## src/apts_pkg.sv

```systemverilog
// ---------------------------------------------------------------------------
// apts_pkg
// Widths, codes and defaults shared by the aging priority task scheduler.
// ---------------------------------------------------------------------------
package apts_pkg;

    localparam int SLOT_COUNT_DEF = 16;

    localparam int OPC_W    = 2;
    localparam int PRIO_W   = 8;
    localparam int STATUS_W = 2;

    localparam logic [PRIO_W-1:0] PRIO_MAX  = 8'hFF;
    localparam logic [PRIO_W-1:0] THR_RESET = 8'd8;

    localparam logic [OPC_W-1:0] OP_CREATE = 2'd0;
    localparam logic [OPC_W-1:0] OP_YIELD  = 2'd1;
    localparam logic [OPC_W-1:0] OP_EXIT   = 2'd2;

    localparam logic [STATUS_W-1:0] STATUS_OK    = 2'd0;
    localparam logic [STATUS_W-1:0] STATUS_FULL  = 2'd1;
    localparam logic [STATUS_W-1:0] STATUS_NONE  = 2'd2;

endpackage

```

## src/aging_priority_task_scheduler.sv

```systemverilog
// ---------------------------------------------------------------------------
// aging_priority_task_scheduler
// Microcoded task-slot scheduler: create, yield and exit with priority aging.
// ---------------------------------------------------------------------------
//  channel | signals                                   | dir
//  --------+-------------------------------------------+-----
//  in      | in_valid, in_ready, opcode, new_priority  | in
//  out     | out_valid, out_ready, slot, status,       | out
//          | granted_priority, freed                   |
//  cfg     | cfg_valid, cfg_ready, cfg_data            | in
//
//  Create scans for a free slot, then takes it or reports full; yield scans
//  the slots below hwm, the high-water mark; exit may free the current slot
//  and then yields. Each scan covers one slot per cycle.
//  Reset clears the allocated flags at once; priorities need no clearing.
//  A new item is taken whenever the sequencer is idle; a result waits in the
//  output register and stalls only the step that emits the next one.
// ---------------------------------------------------------------------------
module aging_priority_task_scheduler
    import apts_pkg::*;
#(
    parameter int SLOT_COUNT = SLOT_COUNT_DEF,
    localparam int SLOT_W = (SLOT_COUNT > 1) ? $clog2(SLOT_COUNT) : 1
)
(
    input  logic                clk,
    input  logic                rst_n,
    input  logic                in_valid,
    output logic                in_ready,
    input  logic [OPC_W-1:0]    opcode,
    input  logic [PRIO_W-1:0]   new_priority,
    output logic                out_valid,
    input  logic                out_ready,
    output logic [SLOT_W-1:0]   slot,
    output logic [STATUS_W-1:0] status,
    output logic [PRIO_W-1:0]   granted_priority,
    output logic                freed,
    input  logic                cfg_valid,
    output logic                cfg_ready,
    input  logic [PRIO_W-1:0]   cfg_data
);

    localparam int CNT_W = $clog2(SLOT_COUNT + 1);

    typedef logic [3:0] step_t;

    localparam step_t U_IDLE   = 4'd0;
    localparam step_t U_CSCAN  = 4'd1;
    localparam step_t U_CDEC   = 4'd2;
    localparam step_t U_CTAKE  = 4'd3;
    localparam step_t U_CFULL  = 4'd4;
    localparam step_t U_ERD    = 4'd5;
    localparam step_t U_ECHK   = 4'd6;
    localparam step_t U_SSCAN  = 4'd7;
    localparam step_t U_SWAIT  = 4'd8;
    localparam step_t U_SDEC   = 4'd9;
    localparam step_t U_SNONE  = 4'd10;
    localparam step_t U_SGRANT = 4'd11;

    typedef enum logic [3:0] {
        A_NOP,
        A_ACCEPT,
        A_CSCAN,
        A_CTAKE,
        A_CFULL,
        A_RDCUR,
        A_EXITCHK,
        A_SSCAN,
        A_SNONE,
        A_SGRANT
    } act_t;

    typedef enum logic [2:0] {
        C_ALWAYS,
        C_DISPATCH,
        C_END_OR_FREE,
        C_AT_CAP,
        C_IDX_LAST,
        C_NOT_FOUND
    } cond_t;

    typedef struct packed {
        act_t  act;
        cond_t cond;
        logic  emit;
        step_t t_true;
        step_t t_false;
    } uword_t;

    function automatic uword_t ucode(input step_t s);
        uword_t w;
        case (s)
            U_IDLE:   w = '{A_ACCEPT,  C_DISPATCH,    1'b0, U_IDLE,   U_IDLE};
            U_CSCAN:  w = '{A_CSCAN,   C_END_OR_FREE, 1'b0, U_CDEC,   U_CSCAN};
            U_CDEC:   w = '{A_NOP,     C_AT_CAP,      1'b0, U_CFULL,  U_CTAKE};
            U_CTAKE:  w = '{A_CTAKE,   C_ALWAYS,      1'b1, U_IDLE,   U_IDLE};
            U_CFULL:  w = '{A_CFULL,   C_ALWAYS,      1'b1, U_IDLE,   U_IDLE};
            U_ERD:    w = '{A_RDCUR,   C_ALWAYS,      1'b0, U_ECHK,   U_ECHK};
            U_ECHK:   w = '{A_EXITCHK, C_ALWAYS,      1'b0, U_SSCAN,  U_SSCAN};
            U_SSCAN:  w = '{A_SSCAN,   C_IDX_LAST,    1'b0, U_SWAIT,  U_SSCAN};
            U_SWAIT:  w = '{A_NOP,     C_ALWAYS,      1'b0, U_SDEC,   U_SDEC};
            U_SDEC:   w = '{A_NOP,     C_NOT_FOUND,   1'b0, U_SNONE,  U_SGRANT};
            U_SNONE:  w = '{A_SNONE,   C_ALWAYS,      1'b1, U_IDLE,   U_IDLE};
            U_SGRANT: w = '{A_SGRANT,  C_ALWAYS,      1'b1, U_IDLE,   U_IDLE};
            default:  w = '{A_NOP,     C_ALWAYS,      1'b0, U_IDLE,   U_IDLE};
        endcase
        return w;
    endfunction

    logic [PRIO_W-1:0] prio_mem [SLOT_COUNT];

    step_t                step_reg,      step_next;
    logic [SLOT_COUNT-1:0] alloc_reg,    alloc_next;
    logic [CNT_W-1:0]     hwm_reg,       hwm_next;
    logic [SLOT_W-1:0]    cur_reg,       cur_next;
    logic                 cur_valid_reg, cur_valid_next;
    logic [PRIO_W-1:0]    thr_reg,       thr_next;
    logic [PRIO_W-1:0]    prio_in_reg,   prio_in_next;
    logic [CNT_W-1:0]     idx_reg,       idx_next;
    logic                 found_reg,     found_next;
    logic [SLOT_W-1:0]    best_reg,      best_next;
    logic [PRIO_W-1:0]    best_prio_reg, best_prio_next;
    logic                 freed_f_reg,   freed_f_next;
    logic                 pend_reg,      pend_next;
    logic [SLOT_W-1:0]    pend_idx_reg,  pend_idx_next;
    logic [PRIO_W-1:0]    rd_data_reg;
    logic                 out_valid_reg, out_valid_next;
    logic [SLOT_W-1:0]    slot_reg,      slot_next;
    logic [STATUS_W-1:0]  status_reg,    status_next;
    logic [PRIO_W-1:0]    gprio_reg,     gprio_next;
    logic                 freed_reg,     freed_next;

    uword_t            uw;
    logic              stall;
    logic              cond_true;
    logic [CNT_W-1:0]  idx_inc;
    logic [SLOT_W-1:0] idx_slot;
    logic [SLOT_W-1:0] rd_addr;
    logic              wr_en;
    logic [SLOT_W-1:0] wr_addr;
    logic [PRIO_W-1:0] wr_data;
    logic [PRIO_W-1:0] aged_prio;

    assign uw        = ucode(step_reg);
    assign stall     = uw.emit && out_valid_reg && !out_ready;
    assign idx_inc   = idx_reg + CNT_W'(1);
    assign idx_slot  = idx_reg[SLOT_W-1:0];
    assign aged_prio = (best_prio_reg == PRIO_MAX) ? best_prio_reg : best_prio_reg + 8'd1;

    assign in_ready         = (uw.act == A_ACCEPT);
    assign cfg_ready        = 1'b1;
    assign out_valid        = out_valid_reg;
    assign slot             = slot_reg;
    assign status           = status_reg;
    assign granted_priority = gprio_reg;
    assign freed            = freed_reg;

    always_comb
    begin
        case (uw.cond)
            C_ALWAYS:      cond_true = 1'b1;
            C_END_OR_FREE: cond_true = (idx_reg == hwm_reg) || !alloc_reg[idx_slot];
            C_AT_CAP:      cond_true = (idx_reg == CNT_W'(SLOT_COUNT));
            C_IDX_LAST:    cond_true = (idx_inc >= hwm_reg);
            C_NOT_FOUND:   cond_true = !found_reg;
            default:       cond_true = 1'b0;
        endcase
    end

    always_comb
    begin
        if (stall)
        begin
            step_next = step_reg;
        end
        else if (uw.cond == C_DISPATCH)
        begin
            if (in_valid)
            begin
                case (opcode)
                    OP_CREATE: step_next = U_CSCAN;
                    OP_YIELD:  step_next = U_SSCAN;
                    OP_EXIT:   step_next = U_ERD;
                    default:   step_next = U_IDLE;
                endcase
            end
            else
            begin
                step_next = U_IDLE;
            end
        end
        else
        begin
            step_next = cond_true ? uw.t_true : uw.t_false;
        end
    end

    assign rd_addr = (uw.act == A_RDCUR) ? cur_reg : idx_slot;

    always_comb
    begin
        alloc_next     = alloc_reg;
        hwm_next       = hwm_reg;
        cur_next       = cur_reg;
        cur_valid_next = cur_valid_reg;
        thr_next       = cfg_valid ? cfg_data : thr_reg;
        prio_in_next   = prio_in_reg;
        idx_next       = idx_reg;
        found_next     = found_reg;
        best_next      = best_reg;
        best_prio_next = best_prio_reg;
        freed_f_next   = freed_f_reg;
        pend_next      = 1'b0;
        pend_idx_next  = idx_slot;
        out_valid_next = out_valid_reg && !out_ready;
        slot_next      = slot_reg;
        status_next    = status_reg;
        gprio_next     = gprio_reg;
        freed_next     = freed_reg;
        wr_en          = 1'b0;
        wr_addr        = idx_slot;
        wr_data        = prio_in_reg;

        if (pend_reg && (!found_reg || rd_data_reg < best_prio_reg))
        begin
            found_next     = 1'b1;
            best_next      = pend_idx_reg;
            best_prio_next = rd_data_reg;
        end

        if (!stall)
        begin
            case (uw.act)
                A_ACCEPT:
                begin
                    prio_in_next = new_priority;
                    idx_next     = '0;
                    found_next   = 1'b0;
                    freed_f_next = 1'b0;
                end
                A_CSCAN:
                begin
                    if (!cond_true)
                        idx_next = idx_inc;
                end
                A_CTAKE:
                begin
                    wr_en              = 1'b1;
                    alloc_next[idx_slot] = 1'b1;
                    if (idx_reg == hwm_reg)
                        hwm_next = idx_inc;
                    out_valid_next = 1'b1;
                    slot_next      = idx_slot;
                    status_next    = STATUS_OK;
                    gprio_next     = '0;
                    freed_next     = 1'b0;
                end
                A_CFULL:
                begin
                    out_valid_next = 1'b1;
                    slot_next      = '0;
                    status_next    = STATUS_FULL;
                    gprio_next     = '0;
                    freed_next     = 1'b0;
                end
                A_EXITCHK:
                begin
                    if (cur_valid_reg && alloc_reg[cur_reg] && (rd_data_reg > thr_reg))
                    begin
                        alloc_next[cur_reg] = 1'b0;
                        freed_f_next        = 1'b1;
                    end
                end
                A_SSCAN:
                begin
                    pend_next = (idx_reg < hwm_reg) && alloc_reg[idx_slot];
                    idx_next  = idx_inc;
                end
                A_SNONE:
                begin
                    out_valid_next = 1'b1;
                    slot_next      = '0;
                    status_next    = STATUS_NONE;
                    gprio_next     = '0;
                    freed_next     = freed_f_reg;
                end
                A_SGRANT:
                begin
                    wr_en          = 1'b1;
                    wr_addr        = best_reg;
                    wr_data        = aged_prio;
                    cur_next       = best_reg;
                    cur_valid_next = 1'b1;
                    out_valid_next = 1'b1;
                    slot_next      = best_reg;
                    status_next    = STATUS_OK;
                    gprio_next     = best_prio_reg;
                    freed_next     = freed_f_reg;
                end
                default:
                begin
                end
            endcase
        end
    end

    always_ff @(posedge clk)
    begin
        if (wr_en)
            prio_mem[wr_addr] <= wr_data;
        rd_data_reg <= prio_mem[rd_addr];
    end

    always_ff @(posedge clk or negedge rst_n)
    begin
        if (!rst_n)
        begin
            step_reg      <= U_IDLE;
            alloc_reg     <= '0;
            hwm_reg       <= '0;
            cur_reg       <= '0;
            cur_valid_reg <= 1'b0;
            thr_reg       <= THR_RESET;
            idx_reg       <= '0;
            found_reg     <= 1'b0;
            freed_f_reg   <= 1'b0;
            pend_reg      <= 1'b0;
            out_valid_reg <= 1'b0;
        end
        else
        begin
            step_reg      <= step_next;
            alloc_reg     <= alloc_next;
            hwm_reg       <= hwm_next;
            cur_reg       <= cur_next;
            cur_valid_reg <= cur_valid_next;
            thr_reg       <= thr_next;
            idx_reg       <= idx_next;
            found_reg     <= found_next;
            freed_f_reg   <= freed_f_next;
            pend_reg      <= pend_next;
            out_valid_reg <= out_valid_next;
        end
    end

    always_ff @(posedge clk)
    begin
        prio_in_reg   <= prio_in_next;
        best_reg      <= best_next;
        best_prio_reg <= best_prio_next;
        pend_idx_reg  <= pend_idx_next;
        slot_reg      <= slot_next;
        status_reg    <= status_next;
        gprio_reg     <= gprio_next;
        freed_reg     <= freed_next;
    end

endmodule

```

## config.mk

```make
export PLATFORM = sky130hd
export DESIGN_NAME = aging_priority_task_scheduler
export DESIGN_NICKNAME = d
export VERILOG_FILES = /design/src/apts_pkg.sv /design/src/aging_priority_task_scheduler.sv
export SDC_FILE = /design/constraint.sdc
export NUM_CORES = 1
export LEC_CHECK = 0
export BUFFER_PORTS_ARGS = -buffer_cell sky130_fd_sc_hd__clkbuf_2
export CAP_MARGIN = 20
export CORE_MARGIN = 3
export CORE_UTILIZATION = 40
export CTS_BUF_LIST = sky130_fd_sc_hd__clkbuf_8
export DETAILED_ROUTE_END_ITERATION = 7
export GPL_TIMING_DRIVEN = 1
export PLACE_DENSITY = 0.7
export SLEW_MARGIN = 20
export SYNTH_ARGS = -nofsm -noshare
export SYNTH_HDL_FRONTEND = slang
export SYNTH_SLANG_ARGS = --single-unit
```

## constraint.sdc

```tcl
create_clock -name clk -period 2.9 [get_ports clk]
set_clock_uncertainty 0.05 [all_clocks]
set_input_delay 0.145 -clock clk [delete_from_list [all_inputs] [get_ports clk]]
set_output_delay 0.145 -clock clk [all_outputs]
set_load 0.005 [all_outputs]
```

### Word-level counts from Yosys, hierarchy flattened

Memories as Yosys holds them, arrays and structs flattened. A register that Yosys moved wholly into a read port is not among the register bits.
Index checks and enable logic that the tools add are counted.

* bits in registers: 86
* memory bits (writable): 128
* ROM bits: 256
* input port bits: 23
* output and inout port bits: 18
* logic and storage cells: 135
* memories kept: 2

Memory list
* (no name shown): words 16, width 16, read ports 1, clocked after memory_dff 0, wr ports 0, line aging_priority_task_scheduler.sv:92 `case (s)`
* prio_mem: words 16, width 8, read ports 1, clocked after memory_dff 1, wr ports 1, line aging_priority_task_scheduler.sv:110 `logic [PRIO_W-1:0] prio_mem [SLOT_COUNT];`

* add/sub/neg operators: 2
* magnitude comparators: 8
* equality and inequality tests: 21
* multiplexer cells: 40
* bitwise operators: 4
* reduce and logical (&&, ||, !) cells: 39

Operators by type and width (count)
* one-hot mux 16 bit (2 select lines): 1
* 2-to-1 mux 4 bit: 6
* 2-to-1 mux 8 bit: 3
* AND 16 bit: 1
* equality test 4 x 3 -> 1 bit, second input constant: 4
* 2-to-1 mux 1 bit: 16
* 2-to-1 mux 16 bit: 1
* NOT 16 bit: 1
* OR 16 bit: 1
* one-hot mux 8 bit (2 select lines): 1
* one-hot mux 5 bit (3 select lines): 1
* one-hot mux 4 bit (3 select lines): 1
* AND reduction 2 bit: 6
* AND reduction 3 bit: 4
* less-than comparator 4 x 5 -> 1 bit, second input constant: 2
* logical AND 1 bit: 9
* one-hot mux 3 bit (3 select lines): 1
* nonzero test 3 bit: 3
* adder 8 x 1 -> 8 bit, second input constant: 1
* binary-select mux 1 bit (select 4 bit): 2
* demux 1 bit (select 4 bit): 2
* equality test 4 x 2 -> 1 bit, second input constant: 2
* equality test 4 bit, second input constant: 2
* equality test 8 bit, second input constant: 1
* 28 further kinds: 42

### Logic depth before layout (Yosys ltp)

Gate-level depths: netlist of run 1.

* depth in word-level cells: 8
* mapped depth: 11
* mapped depth without buffers: 9

### Worst setup path before layout of run 1

OpenSTA, ideal clock, no wires.

* kind: register to register
* start point: reg (tool-made name)
* end point: mem prio_mem[13][0] (enable)
* setup time: 370 ps
* data arrival time: 2574 ps
* required time: 2480 ps
* slack: -94 ps
* cell stages (with the launch flop): 9
* clock period less this slack: 2994 ps
* path through: dfrtp_1 buf_2 and3b_1 buf_2 nand2_1 nor2_1 mux2_2 or3_1 nor2_1

RTL lines (line)
* to (decl): aging_priority_task_scheduler.sv:110

### Final worst setup path of run 1

* start point: reg step_reg[0]
* end point: mem prio_mem[14][0] (enable)

* cells in the longest elaborated chain, start to end: 7
* elaborated cells on any way between the ends: 12

Ends and longest elaborated chain
* from (decl): line aging_priority_task_scheduler.sv:112 `step_t step_reg, step_next;`
* from (signal assigned): line aging_priority_task_scheduler.sv:332 `step_reg <= step_next;`
* memory (16 x 16 bit) *
* equality test 4 x 2 -> 1 bit / equality test 4 bit (equally long branches): line aging_priority_task_scheduler.sv:233 `case (uw.act)`
* OR reduction 2 bit (no line)
* 2-to-1 mux 1 bit: line aging_priority_task_scheduler.sv:233
* 2-to-1 mux 1 bit: line aging_priority_task_scheduler.sv:231 `if (!stall)`
* 2-to-1 mux 1 bit: line aging_priority_task_scheduler.sv:309 `if (wr_en)`
* 2-to-1 mux 1 bit (implied by the code): line aging_priority_task_scheduler.sv:310 `prio_mem[wr_addr] <= wr_data;`

Mark *: on every way between the ends. The rest lies on a longest branch, timed or not.

==> results of run 1 <==
[report_power, final]
| part | leakage, nW | switching [mW] | internal, mW |
|---|---|---|---|
| clock | 0.378 | 1.21 | 1.19 |
| sequential | 2.20 | 0.379 | 4.17 |
| combinational | 2.13 | 1.89 | 1.23 |
[per-stage QoR]
stage,setup TNS (ns),power [mW],instance area (um2)
2_1_floorplan,0,6.39,10000
3_3_place_gp,0,7.61,10900
3_5_place_dp,-0.00976,7.66,10900
4_1_cts,0,10.1,11900
5_1_grt,0,10.7,11900
6_report,0,10.1,11900
[critical path, delay by kind of cell (launching register included)]
family	cells	cell delay [ns]
buffers and inverters	2	0.35
AO/OA/AOI/OAI	1	0.19
adder cells (fa/ha/maj)	1	0.43
flip-flops	1	0.46
AND/OR/NAND/NOR	3	0.91
[area by class of cell]
type	count	area (um2)
fill	2110	12500
sequential	222	6310
multi-input combinational	478	3470
timing repair buffer	130	986
clock buffer	37	509
tap	324	405
clock inverter	28	121
inverter	31	116
[path summary, 6_finish.rpt]
kind	start	endpoint	depth (start not counted)
worst max-delay path	step_reg[0]$_DFFE_PN0N_	prio_mem[14][0]$_DFFE_PP_	7
worst min-delay path	opcode[0]	step_reg[0]$_DFFE_PN0N_	4
worst max register to register	step_reg[0]$_DFFE_PN0N_	prio_mem[14][0]$_DFFE_PP_	7
worst min register to register	pend_idx_reg[0]$_DFF_P_	best_reg[0]$_DFFE_PP_	0
max in group asynchronous	rst_n	thr_reg[3]$_DFFE_PN1P_	3
min in group asynchronous	rst_n	cur_reg[2]$_DFFE_PN0P_	2
[cell families (layout without fill, tap and decap cells)]
kind of cell | Yosys count | count (layout)
simple gates | 246 | 246
xor+xnor | 7 | 7
buf+inv | 73 | 226
compound gates | 133 | 133
fa+ha+maj | 37 | 37
flops | 222 | 222
other cells | 1 | 1
mux | 54 | 54
[repair_timing]
item                                    CTS  global route
gates cloned                              0             0
hold buffers                             33             0
endpoints found under the setup margin   15            81
resized for setup                         1             3
endpoints found under the hold margin    50             0
[cells in the final DEF (no fill, tap or decap), types with 15 or more instances in the layout]
master,instances
ha_1,37
clkbuf_2,39
mux2i_1,16
buf_4,56
nand3_1,32
dfrtp_1,45
o21ai_0,25
edfxtp_1,163
nor2_1,43
mux4_2,22
dlygate4sd3_1,33
clkbuf_8,37
nand2_1,105
a31oi_1,24
inv_1,44
a21oi_1,28
nor2b_1,15
[per-layer routing]
metal / vias to the layer above / GRT usage
met5: - / 0
met4: 0 / 0.0602
met3: 57 / 0.0316
met2: 285 / 0.300
met1: 3380 / 0.249
li1: 3144 / -
==> results_dict.tcl, run 1 <==
set metrics [dict create \
    end_kind "flop" \
    place_congestion 0.861 \
    power_density_nw_per_um2 846 \
    rows 57 \
    drt-pass1-iter-count 5 \
    max_slew_margin 0.445 \
    grt-ovfl-total 0 \
    grt_usage 0.183 \
    critPathLaunchType "flop" \
    port-buffer-count 39 \
    num_io_pins 41 \
    synth_warnings 0 \
    fin_cells 1250 \
    fin_crit_sh 0.932 \
    netlist_top_cells_area "edfxtp_1 49%, dfrtp_1 11%, mux4_2 4.9%" \
    synth-xor-area-share 0.00611 \
    synth-async-reset-ratio 0.212 \
    synth_mux_area_frac 0.0890 \
    cts_buffers 36 \
    antenna_found_initial 0 \
    hold_path_class "input pin to flop" \
    path_cells "inv_1 > ha_1 > or3_1 > o22ai_1 > nand3_1 > nor2_1 > buf_4" \
    setup_ws_ns 0.198 \
    synth_compound_area_frac 0.0868 \
    drt_iter0_drc 563 \
    p_leak_nw 4.71 \
    slowest_stage "dfrtp_1" \
    arrival_ns 2.85 \
    synth-edff-count 163 \
    post_cts_buffers 0 \
    synth-simple-area-share 0.113 \
    cp.required_ns 3.05 \
    wl_met1_um 10300 \
    synth_nets 833 \
    synthTopCellsByCount "163 x edfxtp_1, 105 x nand2_1, 46 x dfrtp_1" \
    rrSetupSlack_ns 0.20 \
    antenna_cells 0 \
    htree_levels 2 \
    ys.flop_type "edfxtp_1" \
    synth_top_family_by_area "simple AND/OR/NAND/NOR gates" \
    holdWs_ns 0.0607 \
    largest_reg_flops 128 \
    crit_fanout 9 \
    maxUsedRoutingLayer "met4" \
    wl_met2_um 11400 \
    slew_viol_final 0 \
    dieHeight_um 164 \
    floorplan.initialDensity 0.410 \
    synth_top_area_frac 0.488 \
    drv_cap 0 \
    die_x_um 164 \
    final_util 0.487 \
    outcome "complete, no violations" \
    cts_tree "built" \
    yosysSeqAreaShare 0.629 \
    dp_cells 1152 \
    detail_route.wl_per_cell_um 19.2 \
    drive_above_1_share 0.202 \
    antenna_left 0 \
    via_count 6866 \
    setup_viol 0 \
    grt_pass1_vias 7029 \
    final.min_clock_period_ns 2.70 \
    clkLatencyLatePin_ns 0.52 \
    grt_max_degree 34 \
    tightest_slew_ns 0.832 \
    finalNetCount 959 \
    synth.most_common_cell "edfxtp_1" \
    dp_worst_setup_slack_ns -0.00550 \
    hpwl_um 16400 \
    cts.path.max_buffers 3 \
    grt_pass1_wl_um 38500 \
    finalWirelength_um 24100 \
    path_clk_slew_ns 0.06 \
    drc_errors 0 \
    ys_seq_elements 222 \
    area_delta_synth_final_pct 18.7 \
    timing.fmax_mhz 370 \
    cts.sinks 222 \
    dr_wl_met3_um 1600 \
    slowest_delay_ns 0.46 \
    synthCells 773 \
    finalHoldViolCount 0 \
    yosysUniqueCellTypes 64 \
    synth_adder_area_share 0.0461 \
    crit_type "flop to flop" \
    dieArea_um2 27000 \
    ctsRootBufferMaster "clkbuf_8" \
    rsz0062_at_grt "no" \
    ir_drop_uv 552 \
    synth_top_cell_by_area "edfxtp_1" \
    syn-cell-area_um2 10000 \
    coreArea_um2 24500 \
    viasPerCell 5.49 \
    syn_avg_cell_area_um2 13.0 \
]
(Power assumes the default switching activity.)
==> run 2: changes to the inputs <==
--- a/config.mk
+++ b/config.mk
@@ -14,3 +14,3 @@
 export GPL_TIMING_DRIVEN = 1
-export PLACE_DENSITY = 0.7
+export PLACE_DENSITY = 0.68
 export SLEW_MARGIN = 20
==> constraint.sdc (replaced) <==
create_clock -name clk -period 2.65 [get_ports clk]
set_clock_uncertainty 0.05 [all_clocks]
set_input_delay 0.265 -clock clk [delete_from_list [all_inputs] [get_ports clk]]
set_output_delay 0.265 -clock clk [all_outputs]
set_load 0.005 [all_outputs]
==> run 2 against run 1 <==
Effect of this change: clock power grew 24%; sequential cell count unchanged; first-iteration DRC count grew 33%; critical endpoint is now prio_mem[1][0]$_DFFE_PP_.
==> results_dict.tcl, run 2 (same netlist as run 1, synthesis figures left out) <==
set metrics [dict create \
    outcome "complete, no violations" \
    tns_ns 0 \
    final_common_cell "edfxtp_1" \
    dieArea_um2 27000 \
    final_util 0.493 \
    fillers 2068 \
    floorplan.initialDensity 0.410 \
    finalWirelength_um 24500 \
    num_io_pins 41 \
    via_count 6872 \
    drt_iter0_drc 748 \
    hold_path_class "input pin to flop" \
    antenna_found_initial 0 \
    drt-pass1-iter-count 5 \
    post_cts_buffers 0 \
    finalNetCount 965 \
    largest_reg_flops 128 \
    final.min_clock_period_ns 2.58 \
    grt_usage 0.184 \
    crit_type "flop to flop" \
    port-buffer-count 39 \
    fin_crit_sh 0.974 \
    finalHoldViolCount 0 \
    grt_pass1_wl_um 38400 \
    rsz0062_at_grt "yes" \
    drc_errors 0 \
    cts.path.max_buffers 3 \
    ir_drop_uv 546 \
    antenna_cells 0 \
    p_leak_nw 4.81 \
    arrival_ns 2.72 \
    wl_met1_um 10200 \
    grt_pass1_vias 7124 \
    rows 57 \
    mostFrequentLayoutCells "163 x edfxtp_1, 105 x nand2_1, 71 x buf_4" \
    cts_tree "built" \
    antenna_left 0 \
    grt_max_degree 31 \
    htree_levels 2 \
    ctsRootBufferMaster "clkbuf_8" \
    clkLatencyLatePin_ns 0.54 \
    hpwl_um 17000 \
    crit_fanout 8 \
    drv_cap 0 \
    startpoint "step_reg[2]$_DFFE_PN0N_" \
    wl_met2_um 11900 \
    critPathLaunchType "flop" \
    area_delta_synth_final_pct 20.2 \
    max_slew_margin 0.504 \
    die_x_um 164 \
    power_density_nw_per_um2 953 \
    cp.required_ns 2.78 \
    hp-start "cfg_valid" \
    cts.sinks 222 \
    grt-ovfl-total 0 \
    coreArea_um2 24500 \
    path_clk_slew_ns 0.06 \
    setup_viol 0 \
    drive_above_1_share 0.233 \
    dieHeight_um 164 \
    finalPower_mw 11.5 \
    reg2reg_from "step_reg[2]$_DFFE_PN0N_" \
    place_congestion 0.868 \
    cts_buffers 39 \
    slew_viol_final 0 \
    viasPerCell 5.45 \
    dr_wl_met3_um 1660 \
    timing.fmax_mhz 387 \
    end_kind "flop" \
    detail_route.wl_per_cell_um 19.4 \
    maxUsedRoutingLayer "met4" \
    tightest_slew_ns 0.743 \
]
==> run 2: metrics by stage <==
stage / setup slack [ns] / hold slack (ns) / cell area (um2) / cells
3_5_place_dp: 0.0233 / 0.179 / 11100 / 1170
6_report: 0.0691 / 0.0498 / 12100 / 1260
4_1_cts: 0.00870 / 0.00842 / 12100 / 1260
5_1_grt: -0.0744 / 0.0816 / 12100 / 1260
3_3_place_gp: 0.0711 / 0.175 / 11100 / 1170
2_1_floorplan: -0.0490 / -0.0806 / 10100 / 773
==> run 2: layout make-up <==
type | count | area (um2) | area share
inverters | 31 | 116 | 0.00964
multi-input cells | 478 | 3480 | 0.288
flip-flops and latches | 222 | 6320 | 0.523
clock buffers | 46 | 633 | 0.0525
well taps | 324 | 405 | 0.0336
clock inverters | 26 | 119 | 0.00985
repair buffers | 133 | 1000 | 0.0828
==> run 2: path summary, 6_finish.rpt <==
| kind | endpoint | slack [ns] | cells after the start |
|---|---|---|---|
| setup / recovery | prio_mem[1][0]$_DFFE_PP_ | 0.07 | 6 |
| hold / removal | thr_reg[3]$_DFFE_PN1P_ | 0.05 | 2 |
| setup reg to reg | prio_mem[1][0]$_DFFE_PP_ | 0.07 | 6 |
| hold reg to reg | best_reg[1]$_DFFE_PP_ | 0.36 | 0 |
| max in group asynchronous | thr_reg[3]$_DFFE_PN1P_ | 1.58 | 3 |
| min in group asynchronous | alloc_reg[8]$_DFFE_PN0P_ | 0.16 | 2 |
==> run 2: repair_timing <==
action,CTS,global route
hold buffers,18,0
endpoints found under the setup margin,0,78
resized for setup,0,6
hold endpoints to repair,34,0
==> run 2: power breakdown <==
part | total [mW] | leakage, nW | internal (mW) | switching, mW
clock | 2.98 | 0.448 | 1.59 | 1.39
sequential | 4.96 | 2.20 | 4.57 | 0.392
combinational | 3.56 | 2.17 | 1.45 | 2.11
total | 11.5 | 4.81 | 7.61 | 3.89
==> run 2: worst max-delay path, cell delays in order (launching register included) <==
cell and delay (ns):
dfrtp_1 0.42, and3b_1 0.25, nand2_1 0.11, nor2_4 0.11, mux2_2 0.35, or3_1 0.52
nor2_2 0.42
==> run 2: per-layer routing <==
metal	vias to the layer above	track usage
li1	3161	-
met1	3357	0.245
met2	286	0.300
met3	68	0.0354
met4	0	0.0698
met5	-	0
